[config.mk]
export PLATFORM = sky130hd
export DESIGN_NAME = contiguous_block_bitmap_allocator
export DESIGN_NICKNAME = d
export VERILOG_FILES = /design/src/sv/cbba_pkg.sv /design/src/sv/contiguous_block_bitmap_allocator.sv /design/src/sv/cbba_ram.sv /design/src/sv/cbba_ctrl.sv /design/src/sv/cbba_dp.sv
export SDC_FILE = /design/constraint.sdc
export NUM_CORES = 1
export LEC_CHECK = 0
export BUFFER_PORTS_ARGS = -buffer_cell sky130_fd_sc_hd__buf_2
export CAP_MARGIN = 5
export CELL_PAD_IN_SITES_DETAIL_PLACEMENT = 2
export CELL_PAD_IN_SITES_GLOBAL_PLACEMENT = 2
export CORE_ASPECT_RATIO = 1.2
export CORE_MARGIN = 2
export CORE_UTILIZATION = 49
export CTS_BUF_LIST = sky130_fd_sc_hd__clkbuf_2 sky130_fd_sc_hd__clkbuf_4 sky130_fd_sc_hd__clkbuf_8
export DETAILED_ROUTE_END_ITERATION = 10
export GPL_ROUTABILITY_DRIVEN = 0
export PLACE_DENSITY_LB_ADDON = 0.1
export SYNTH_ARGS = -nofsm -noshare
export SYNTH_HDL_FRONTEND = slang
export SYNTH_HIERARCHICAL = 1
export SYNTH_SLANG_ARGS = --single-unit
[constraint.sdc]
create_clock -name clk_i -period 6.1 [get_ports clk_i]
set_input_delay 1.22 -clock clk_i [delete_from_list [all_inputs] [get_ports clk_i]]
set_output_delay 1.22 -clock clk_i [all_outputs]
set_load 0.005 [all_outputs]
[src/sv/cbba_pkg.sv]
// Package for the contiguous block bitmap allocator.
// Holds the status and operation codes, the controller state type and the
// command and status groups between controller and datapath. No dependencies.
package cbba_pkg;

  localparam int NUM_BLOCKS_DEF = 192;

  localparam logic OP_ALLOC = 1'b0;
  localparam logic OP_FREE  = 1'b1;

  typedef enum logic [1:0] {
    ST_OK        = 2'd0,
    ST_BAD_SIZE  = 2'd1,
    ST_NO_SPACE  = 2'd2,
    ST_BAD_RANGE = 2'd3
  } status_e;

  typedef enum logic [2:0] {
    S_CLEAR,
    S_IDLE,
    S_CHECK,
    S_SCAN,
    S_WRITE,
    S_DONE
  } state_e;

  // Commands from the controller to the datapath.
  typedef struct packed {
    logic clr_wr;
    logic load;
    logic check;
    logic scan;
    logic wr_step;
    logic out_load;
  } cmd_t;

  // Status from the datapath to the controller.
  typedef struct packed {
    logic clr_last;
    logic is_alloc;
    logic bad;
    logic empty;
    logic hit;
    logic miss;
    logic wr_last;
    logic out_free;
  } sts_t;

endpackage

[src/sv/contiguous_block_bitmap_allocator.sv]
// First-fit contiguous block allocator over a pool of NUM_BLOCKS blocks, one
// used bit per block held in a RAM. After reset the block clears the map, one
// entry a cycle, before it takes its first request. A request is handled one
// at a time. An allocate scans the map bits up to the end of the first fitting
// run, at most NUM_BLOCKS, and then writes the run back; a free writes its
// range back directly, and a rejected request writes nothing. The map RAM has
// a single read and a single write port, one bit per cycle each.
// The result sits in an output register, so a new request is taken while it
// waits for its transfer.
module contiguous_block_bitmap_allocator #(
  parameter int NUM_BLOCKS = cbba_pkg::NUM_BLOCKS_DEF
) (
  input  logic       clk_i,
  input  logic       rst_ni,
  input  logic       in_valid_i,
  output logic       in_ready_o,
  input  logic       operation_i,
  input  logic [7:0] block_count_i,
  input  logic [7:0] start_block_i,
  output logic       out_valid_o,
  input  logic       out_ready_i,
  output logic [1:0] status_o,
  output logic [7:0] run_start_o,
  output logic [7:0] granted_count_o
);
  import cbba_pkg::*;

  cmd_t cmd;
  sts_t sts;

  cbba_ctrl u_ctrl (
    .clk_i      (clk_i),
    .rst_ni     (rst_ni),
    .in_valid_i (in_valid_i),
    .in_ready_o (in_ready_o),
    .sts_i      (sts),
    .cmd_o      (cmd)
  );

  cbba_dp #(
    .NUM_BLOCKS(NUM_BLOCKS)
  ) u_dp (
    .clk_i           (clk_i),
    .rst_ni          (rst_ni),
    .cmd_i           (cmd),
    .sts_o           (sts),
    .operation_i     (operation_i),
    .block_count_i   (block_count_i),
    .start_block_i   (start_block_i),
    .out_valid_o     (out_valid_o),
    .out_ready_i     (out_ready_i),
    .status_o        (status_o),
    .run_start_o     (run_start_o),
    .granted_count_o (granted_count_o)
  );

endmodule

[src/sv/cbba_ram.sv]
// Generic simple dual-port RAM with one write port and a registered read.
// Used for the block used map. No dependencies.
module cbba_ram #(
  parameter int WIDTH = 1,
  parameter int DEPTH = 192
) (
  input  logic                     clk_i,
  input  logic                     wr_en_i,
  input  logic [$clog2(DEPTH)-1:0] wr_addr_i,
  input  logic [WIDTH-1:0]         wr_data_i,
  input  logic                     rd_en_i,
  input  logic [$clog2(DEPTH)-1:0] rd_addr_i,
  output logic [WIDTH-1:0]         rd_data_o
);

  logic [WIDTH-1:0] mem [DEPTH];
  logic [WIDTH-1:0] rd_data_q;

  always_ff @(posedge clk_i) begin
    if (wr_en_i) begin
      mem[wr_addr_i] <= wr_data_i;
    end
    if (rd_en_i) begin
      rd_data_q <= mem[rd_addr_i];
    end
  end

  assign rd_data_o = rd_data_q;

endmodule

[src/sv/cbba_ctrl.sv]
// Controller state machine of the allocator.
// Depends on cbba_pkg for the state, command and status types.
module cbba_ctrl (
  input  logic           clk_i,
  input  logic           rst_ni,
  input  logic           in_valid_i,
  output logic           in_ready_o,
  input  cbba_pkg::sts_t sts_i,
  output cbba_pkg::cmd_t cmd_o
);
  import cbba_pkg::*;

  state_e state_q, state_d;

  always_ff @(posedge clk_i or negedge rst_ni) begin
    if (!rst_ni) begin
      state_q <= S_CLEAR;
    end else begin
      state_q <= state_d;
    end
  end

  always_comb begin
    state_d = state_q;
    case (state_q)
      S_CLEAR: begin
        if (sts_i.clr_last) state_d = S_IDLE;
      end
      S_IDLE: begin
        if (in_valid_i) state_d = S_CHECK;
      end
      S_CHECK: begin
        if (sts_i.bad) begin
          state_d = S_DONE;
        end else if (sts_i.is_alloc) begin
          state_d = S_SCAN;
        end else if (sts_i.empty) begin
          state_d = S_DONE;
        end else begin
          state_d = S_WRITE;
        end
      end
      S_SCAN: begin
        if (sts_i.hit) begin
          state_d = S_WRITE;
        end else if (sts_i.miss) begin
          state_d = S_DONE;
        end
      end
      S_WRITE: begin
        if (sts_i.wr_last) state_d = S_DONE;
      end
      S_DONE: begin
        if (sts_i.out_free) state_d = S_IDLE;
      end
      default: state_d = S_CLEAR;
    endcase
  end

  always_comb begin
    cmd_o      = '0;
    in_ready_o = 1'b0;
    case (state_q)
      S_CLEAR: cmd_o.clr_wr = 1'b1;
      S_IDLE: begin
        in_ready_o = 1'b1;
        cmd_o.load = in_valid_i;
      end
      S_CHECK: cmd_o.check   = 1'b1;
      S_SCAN:  cmd_o.scan    = 1'b1;
      S_WRITE: cmd_o.wr_step = 1'b1;
      S_DONE:  cmd_o.out_load = sts_i.out_free;
      default: cmd_o = '0;
    endcase
  end

endmodule

[src/sv/cbba_dp.sv]
// Datapath of the allocator: request registers, scan and write pointers,
// run counter, result and output registers, and the used map RAM.
// Depends on cbba_pkg and cbba_ram.
module cbba_dp #(
  parameter int NUM_BLOCKS = cbba_pkg::NUM_BLOCKS_DEF
) (
  input  logic           clk_i,
  input  logic           rst_ni,
  input  cbba_pkg::cmd_t cmd_i,
  output cbba_pkg::sts_t sts_o,
  input  logic           operation_i,
  input  logic [7:0]     block_count_i,
  input  logic [7:0]     start_block_i,
  output logic           out_valid_o,
  input  logic           out_ready_i,
  output logic [1:0]     status_o,
  output logic [7:0]     run_start_o,
  output logic [7:0]     granted_count_o
);
  import cbba_pkg::*;

  localparam int CNT_W = $clog2(NUM_BLOCKS + 1);
  localparam int IDX_W = $clog2(NUM_BLOCKS);
  localparam int SUM_W = ((CNT_W > 8) ? CNT_W : 8) + 1;
  localparam logic [SUM_W-1:0] NS   = SUM_W'(NUM_BLOCKS);
  localparam logic [CNT_W-1:0] NC   = CNT_W'(NUM_BLOCKS);
  localparam logic [CNT_W-1:0] LASTC = CNT_W'(NUM_BLOCKS - 1);
  localparam logic [IDX_W-1:0] LASTI = IDX_W'(NUM_BLOCKS - 1);
  localparam logic [7:0]       NB   = 8'(NUM_BLOCKS);

  logic             op_q;
  logic [7:0]       cnt_q, start_q;
  logic [CNT_W-1:0] addr_q, end_q, run_q;
  logic [IDX_W-1:0] chk_addr_q;
  logic             chk_vld_q;
  logic             wval_q;
  status_e          res_status_q;
  logic [7:0]       res_first_q, res_count_q;
  logic             out_valid_q;
  status_e          out_status_q;
  logic [7:0]       out_first_q, out_count_q;

  logic [SUM_W-1:0] cnt_s, start_s, free_end_s, first_s;
  logic [CNT_W-1:0] run_nxt;
  logic             alloc_bad, free_bad, hit, miss, rd_data;
  logic             ram_we;

  assign cnt_s      = SUM_W'(cnt_q);
  assign start_s    = SUM_W'(start_q);
  assign free_end_s = start_s + cnt_s;
  assign alloc_bad  = (cnt_q == 8'd0) || (cnt_s > NS);
  assign free_bad   = free_end_s > NS;

  // The run counter never passes the number of blocks seen so far.
  assign run_nxt = rd_data ? '0 : CNT_W'(run_q + 1'b1);
  assign hit     = chk_vld_q && (SUM_W'(run_nxt) == cnt_s);
  assign miss    = chk_vld_q && !hit && (chk_addr_q == LASTI);
  assign first_s = SUM_W'(chk_addr_q) + SUM_W'(1) - cnt_s;

  always_ff @(posedge clk_i) begin
    if (cmd_i.load) begin
      op_q    <= operation_i;
      cnt_q   <= block_count_i;
      start_q <= start_block_i;
    end
  end

  always_ff @(posedge clk_i or negedge rst_ni) begin
    if (!rst_ni) begin
      addr_q    <= '0;
      chk_vld_q <= 1'b0;
    end else begin
      if (cmd_i.clr_wr || cmd_i.wr_step) begin
        addr_q <= CNT_W'(addr_q + 1'b1);
      end else if (cmd_i.check) begin
        addr_q <= (op_q == OP_ALLOC) ? '0 : CNT_W'(start_s);
      end else if (cmd_i.scan) begin
        if (hit) begin
          addr_q <= CNT_W'(first_s);
        end else if (addr_q < NC) begin
          addr_q <= CNT_W'(addr_q + 1'b1);
        end
      end
      if (cmd_i.scan) begin
        chk_vld_q <= (addr_q < NC) && !hit;
      end else begin
        chk_vld_q <= 1'b0;
      end
    end
  end

  always_ff @(posedge clk_i) begin
    if (cmd_i.check) begin
      run_q  <= '0;
      end_q  <= CNT_W'(free_end_s);
      wval_q <= 1'b0;
      if (op_q == OP_ALLOC) begin
        res_status_q <= ST_BAD_SIZE;
        res_first_q  <= NB;
        res_count_q  <= 8'd0;
      end else if (free_bad) begin
        res_status_q <= ST_BAD_RANGE;
        res_first_q  <= NB;
        res_count_q  <= 8'd0;
      end else begin
        res_status_q <= ST_OK;
        res_first_q  <= start_q;
        res_count_q  <= cnt_q;
      end
    end else if (cmd_i.scan) begin
      chk_addr_q <= addr_q[IDX_W-1:0];
      if (chk_vld_q) begin
        run_q <= run_nxt;
      end
      if (hit) begin
        end_q        <= CNT_W'(first_s + cnt_s);
        wval_q       <= 1'b1;
        res_status_q <= ST_OK;
        res_first_q  <= 8'(first_s);
        res_count_q  <= cnt_q;
      end else if (miss) begin
        res_status_q <= ST_NO_SPACE;
        res_first_q  <= NB;
        res_count_q  <= 8'd0;
      end
    end
  end

  // Output register: the next request may be worked on while this one waits.
  always_ff @(posedge clk_i or negedge rst_ni) begin
    if (!rst_ni) begin
      out_valid_q <= 1'b0;
    end else if (cmd_i.out_load) begin
      out_valid_q <= 1'b1;
    end else if (out_ready_i) begin
      out_valid_q <= 1'b0;
    end
  end

  always_ff @(posedge clk_i) begin
    if (cmd_i.out_load) begin
      out_status_q <= res_status_q;
      out_first_q  <= res_first_q;
      out_count_q  <= res_count_q;
    end
  end

  assign ram_we = cmd_i.clr_wr || cmd_i.wr_step;

  cbba_ram #(
    .WIDTH(1),
    .DEPTH(NUM_BLOCKS)
  ) u_map (
    .clk_i     (clk_i),
    .wr_en_i   (ram_we),
    .wr_addr_i (addr_q[IDX_W-1:0]),
    .wr_data_i (cmd_i.wr_step & wval_q),
    .rd_en_i   (cmd_i.scan),
    .rd_addr_i (addr_q[IDX_W-1:0]),
    .rd_data_o (rd_data)
  );

  always_comb begin
    sts_o          = '0;
    sts_o.clr_last = (addr_q == LASTC);
    sts_o.is_alloc = (op_q == OP_ALLOC);
    sts_o.bad      = (op_q == OP_ALLOC) ? alloc_bad : free_bad;
    sts_o.empty    = (cnt_q == 8'd0);
    sts_o.hit      = hit;
    sts_o.miss     = miss;
    sts_o.wr_last  = (CNT_W'(addr_q + 1'b1) == end_q);
    sts_o.out_free = !out_valid_q || out_ready_i;
  end

  assign out_valid_o     = out_valid_q;
  assign status_o        = out_status_q;
  assign run_start_o     = out_first_q;
  assign granted_count_o = out_count_q;

endmodule

==> impl_summary.txt <==
----------------------------------------------------
[Status]
  Run status ... finished clean

[Final layout]
  Number of fillers in the final layout ... around 2700
  Layout area overhead ... 9.50%
  Area of all sequential standard cells ... 8380 um2
  Post-layout net count ... 1226
  Share of final-layout standard cells stronger than drive strength 1 ... 13.6%
  Number of diodes ... 0
  Multi-input combinational cell area ... 5060 um2

[Pwr]
  Sequential fraction of design power ... 39.7%
  Final Total Pwr ... between 0.006 and 0.007 W
  Worst VDD drop ... ~190 uV
  Net switching fraction of the power ... 39.7%
  Leakage power figure ... 5.62 nW
  Design internal power ... 0.00396 W
  Relative contribution of combinational cells to total power ... 35.0%
  Proportion of power drawn by the clock network ... 25.3%
  Power Density ... ~430 nW/um2
  Switching power summed over all nets ... 0.00261 W

[Clock tree]
  Clock net sink count ... between 200 and 300
  TritonCTS clock tree ... done
  Clock latency reported for the late side of the worst-skew pair ... 590 ps
  Root buffer selected by CTS ... sky130_fd_sc_hd__clkbuf_8
  Setup repair bufs after CTS ... 0
  Hold buffer count at cts ... 0
  Num CTS Buffers ... 49
  Clock edge transition at the registers on the reported setup and hold paths ... around 60 ps
  Maximum count of clock buffers along a single path ... 3
  Number of H-tree branching levels ... 2
  Gates resized, CTS repair ... 0

[Critical path]
  Count of cell instances traversed by the critical path ... 9
  Capture instance of the worst register-to-register path ... u_dp/addr_q[2]$_DFFE_PN0P_
  Max stage delay on crit path ... 840 ps
  Worst setup path end ... u_dp/addr_q[2]$_DFFE_PN0P_
  Critical path's top delay family ... simple AND/OR/NAND/NOR gates
  Worst r2r path cells ... 9
  Kind of launch point of the worst setup path ... flip-flop
  Critical path required time ... 6540 ps
  Register-to-Register Setup Slack ... around 2200 ps
  Reg2Reg Launch Point ... u_ctrl/state_q[0]$_DFFE_PN0P_
  Worst-path fanout max ... 35
  Data arrival, critical path ... 4380 ps
  Origin of the worst setup path ... u_ctrl/state_q[0]$_DFFE_PN0P_
  Slowest CP cell ... sky130_fd_sc_hd__nor2_1
  Critical path class ... flip-flop to flip-flop
  Endpoint class of the critical path ... flip-flop
  Sequence of cells on the critical path ... nand2b_1 -> nor2_2 -> buf_4 -> clkinv_1 -> nor2_1 -> nand2_1 -> o21ai_0 -> a2111oi_0 -> a211oi_1
  Buffers & Inverters on Critical Path ... 2

[Logic synthesis]
  Number of flops mapped to enable cells by yosys ... around 260
  Post-synthesis area per instance ... 12.3 um2
  Top cell type by total area after synthesis ... sky130_fd_sc_hd__edfxtp_1
  Post-Syn Nets ... 1186
  Cells after synthesis ... ~1100
  Flip-flop and latch count after synthesis ... 284
  List of most frequent post-synthesis cells ... sky130_fd_sc_hd__edfxtp_1 (262), sky130_fd_sc_hd__nor2_1 (257), sky130_fd_sc_hd__nand2_1 (53)
  Area share of the largest cell type after synthesis ... 56.5%
  Fraction of the yosys area taken by sequential cells ... 60.1%
  Netlist area before placement ... 13900 um2
  Commonest register cell after synthesis ... sky130_fd_sc_hd__edfxtp_1
  Number of warning messages in the yosys log ... 6
  Number of unique standard cell types used by synthesis ... 78
  Dominant cells by area after synthesis ... sky130_fd_sc_hd__edfxtp_1 (56%), sky130_fd_sc_hd__nor2_1 (6.9%), sky130_fd_sc_hd__mux4_2 (3.1%)
  Proportion of register bits with asynchronous set or reset after synthesis ... 4.58%
  Cell with the most instances after synthesis ... sky130_fd_sc_hd__edfxtp_1

[Route]
  Average detailed-routed wire length per instance ... 27.8 um
  Detailed-route vias per instance ... 6.16
  DRC violations left ... 0
  Initial DRC Count ... 714
  DRT antenna net count ... 0
  Sum of routed wire length over all layers ... 44.1 mm
  Total number of vias ... 9766
  Number of search-and-repair iterations in the first detailed-routing pass ... 5

[Timing]
  RSZ-0062 raised after global routing ... false
  Top achievable clock speed ... 254 MHz
  Time the worst path needs with I/O delays and setup ... 3940 ps
  Fraction of the cycle the final worst path needs ... 64.6%
  Count of final max-slew check failures ... 0
  Slew HR ... 29.4%
  Summed negative setup slack over all endpoints ... 0 ps
  Setup Skew ... between 40 and 50 ps
  Final WS setup ... 2160 ps
  Hold violation count in the final report ... 0
  Hold slack final ... 418 ps
  Worst Tran Pin Value ... 1060 ps
  Setup violations, final ... 0

[Floorplanning]
  Core region area ... 27900 um2
  Row count ... 67
  Chip Width ... between 150 and 200 um
  Full die area ... slightly below 30000 um2
  Number of I/O pins ... around 40
  Initial core utilization ... 49.9%
  Vertical die dimension ... 189 um

[Run]
  Max-cap viol count ... 0

[Placement]
  Setup Slack @ Placement ... 2250 ps
  Sum of net half-perimeters after detailed placement ... a little under 30 mm
  IO buf count ... 40

[Global routing]
  Vias in the first global route ... 10817
  Overall Global Routing Usage ... a little under a third
  Pin count of the biggest net entering global routing ... 116
  Number of antenna violations at the first check in global routing ... 0
  Overflow left after global routing ... 0
  Global-route wire length before repair ... 67.0 mm

[Hold path]
  Worst min-delay path category ... flip-flop to flip-flop

----------------------------------------------------
[layer usage]
layer,share of wire (%),wire length (um),vias to the layer above,global-route usage [%]
met5,0,0,-,0
met4,5.3,2360,0,15.8
met3,3.5,1520,114,4.12
met2,53,23500,276,54.9
met1,38,16700,5087,34.4
li1,-,-,4289,-
[worst register-to-register path, delay by kind of cell, from the launching register on]
kind / cells / cell delay (ps)
simple gates: 4 / 1570
buf+inv: 2 / 870
compound gates: 3 / 850
flops: 1 / 530
[cells in the final DEF, fill, tap and decap left out, types with 10 or more instances in the layout]
| cell type | n |
|---|---|
| sky130_fd_sc_hd__clkbuf_4 | 16 |
| sky130_fd_sc_hd__mux4_2 | 19 |
| sky130_fd_sc_hd__dfrtp_1 | 10 |
| sky130_fd_sc_hd__o21ai_0 | 29 |
| sky130_fd_sc_hd__nand4_1 | 16 |
| sky130_fd_sc_hd__mux4_1 | 14 |
| sky130_fd_sc_hd__ha_1 | 32 |
| sky130_fd_sc_hd__clkbuf_8 | 51 |
| sky130_fd_sc_hd__buf_4 | 12 |
| sky130_fd_sc_hd__nor2_1 | 256 |
| sky130_fd_sc_hd__buf_2 | 40 |
| sky130_fd_sc_hd__a22oi_1 | 13 |
| sky130_fd_sc_hd__xnor2_1 | 24 |
| sky130_fd_sc_hd__inv_1 | 32 |
| sky130_fd_sc_hd__nor2b_1 | 25 |
| sky130_fd_sc_hd__edfxtp_1 | 262 |
| sky130_fd_sc_hd__nor3_1 | 16 |
| sky130_fd_sc_hd__nand2_1 | 53 |
| sky130_fd_sc_hd__clkinv_1 | 14 |
| sky130_fd_sc_hd__nand3_1 | 45 |
| sky130_fd_sc_hd__a21oi_1 | 32 |
| sky130_fd_sc_hd__mux2i_1 | 32 |
[metrics by stage]
| stage | cells | instance area, um2 | utilization (%) |
|---|---|---|---|
| 2_1_floorplan | 1131 | 13900 | - |
| 3_3_place_gp | 1499 | 14300 | 51.4 |
| 3_5_place_dp | 1499 | 14300 | 51.4 |
| 4_1_cts | 1586 | 15300 | 54.6 |
| 5_1_grt | 1586 | 15300 | 54.6 |
| 6_report | 1586 | 15300 | 54.6 |
[cell families (layout without fill, tap and decap cells)]
family                     Yosys count  count (layout)  share of synthesized area (%)
adders and majority gates           34              34                           3.16
AOI/OAI and AO/OA                  166             166                           8.31
muxes                               66              66                           8.09
and+or+nand+nor                    450             450                           14.4
xor gates and xnor gates            34              34                           2.34
buffers and inverters               97             173                           3.56
DFF                                284             284                           60.1
[worst min-delay path by stage]
| stage | startpoint | slack, ps | depth (start not counted) | end |
|---|---|---|---|---|
| 6_report | u_dp/res_count_q[7]$_DFFE_PP_ | 420 | 0 | u_dp/granted_count_o[7]$_DFFE_PP_ |
| 5_1_grt | u_dp/res_count_q[7]$_DFFE_PP_ | 430 | 0 | u_dp/granted_count_o[7]$_DFFE_PP_ |
| 4_1_cts | u_dp/res_count_q[7]$_DFFE_PP_ | 420 | 0 | u_dp/granted_count_o[7]$_DFFE_PP_ |
| 3_5_place_dp | u_dp/res_count_q[7]$_DFFE_PP_ | 410 | 0 | u_dp/granted_count_o[7]$_DFFE_PP_ |
| 3_3_place_gp | u_dp/res_first_q[5]$_DFFE_PP_ | 400 | 0 | u_dp/run_start_o[5]$_DFFE_PP_ |
| 2_1_floorplan | u_dp/res_count_q[0]$_DFFE_PP_ | 400 | 0 | u_dp/granted_count_o[0]$_DFFE_PP_ |
[power groups by stage]
stage / Clock, W / Sequential, W / Combinational (W)
floorplan: 0 / 0.00246 / 0.00167
global placement: 0 / 0.00262 / 0.00207
detailed placement: 0 / 0.00264 / 0.00222
CTS: 0.00171 / 0.00261 / 0.00228
global route: 0.00178 / 0.00263 / 0.00247
finish: 0.00167 / 0.00261 / 0.00230
[sequential cells by signal (all words and copies together), names as in the netlist]
register	flops
u_dp/cnt_q	8
u_dp/status_o	2
u_dp/run_start_o	8
u_dp/start_q	8
u_dp/u_map/mem	192
u_dp/chk_addr_q	8
u_dp/run_q	8
u_dp/wval_q	1
u_dp/out_valid_o	1
u_dp/op_q	1
u_dp/granted_count_o	8
u_dp/chk_vld_q	1
u_dp/res_count_q	8
u_dp/res_status_q	2
u_ctrl/state_q	3
u_dp/u_map/rd_data_o	1
u_dp/res_first_q	8
u_dp/end_q	8
u_dp/addr_q	8
[area by class of cell]
cell class | instances | area share [%]
multi-input cells | 750 | 33.2
flip-flops and latches | 284 | 54.9
clock buffers | 67 | 5.39
clock inverters | 20 | 0.615
repair buffers | 52 | 1.90
well taps | 379 | 3.11
inverters | 34 | 0.837
(Power assumes the default switching activity.)
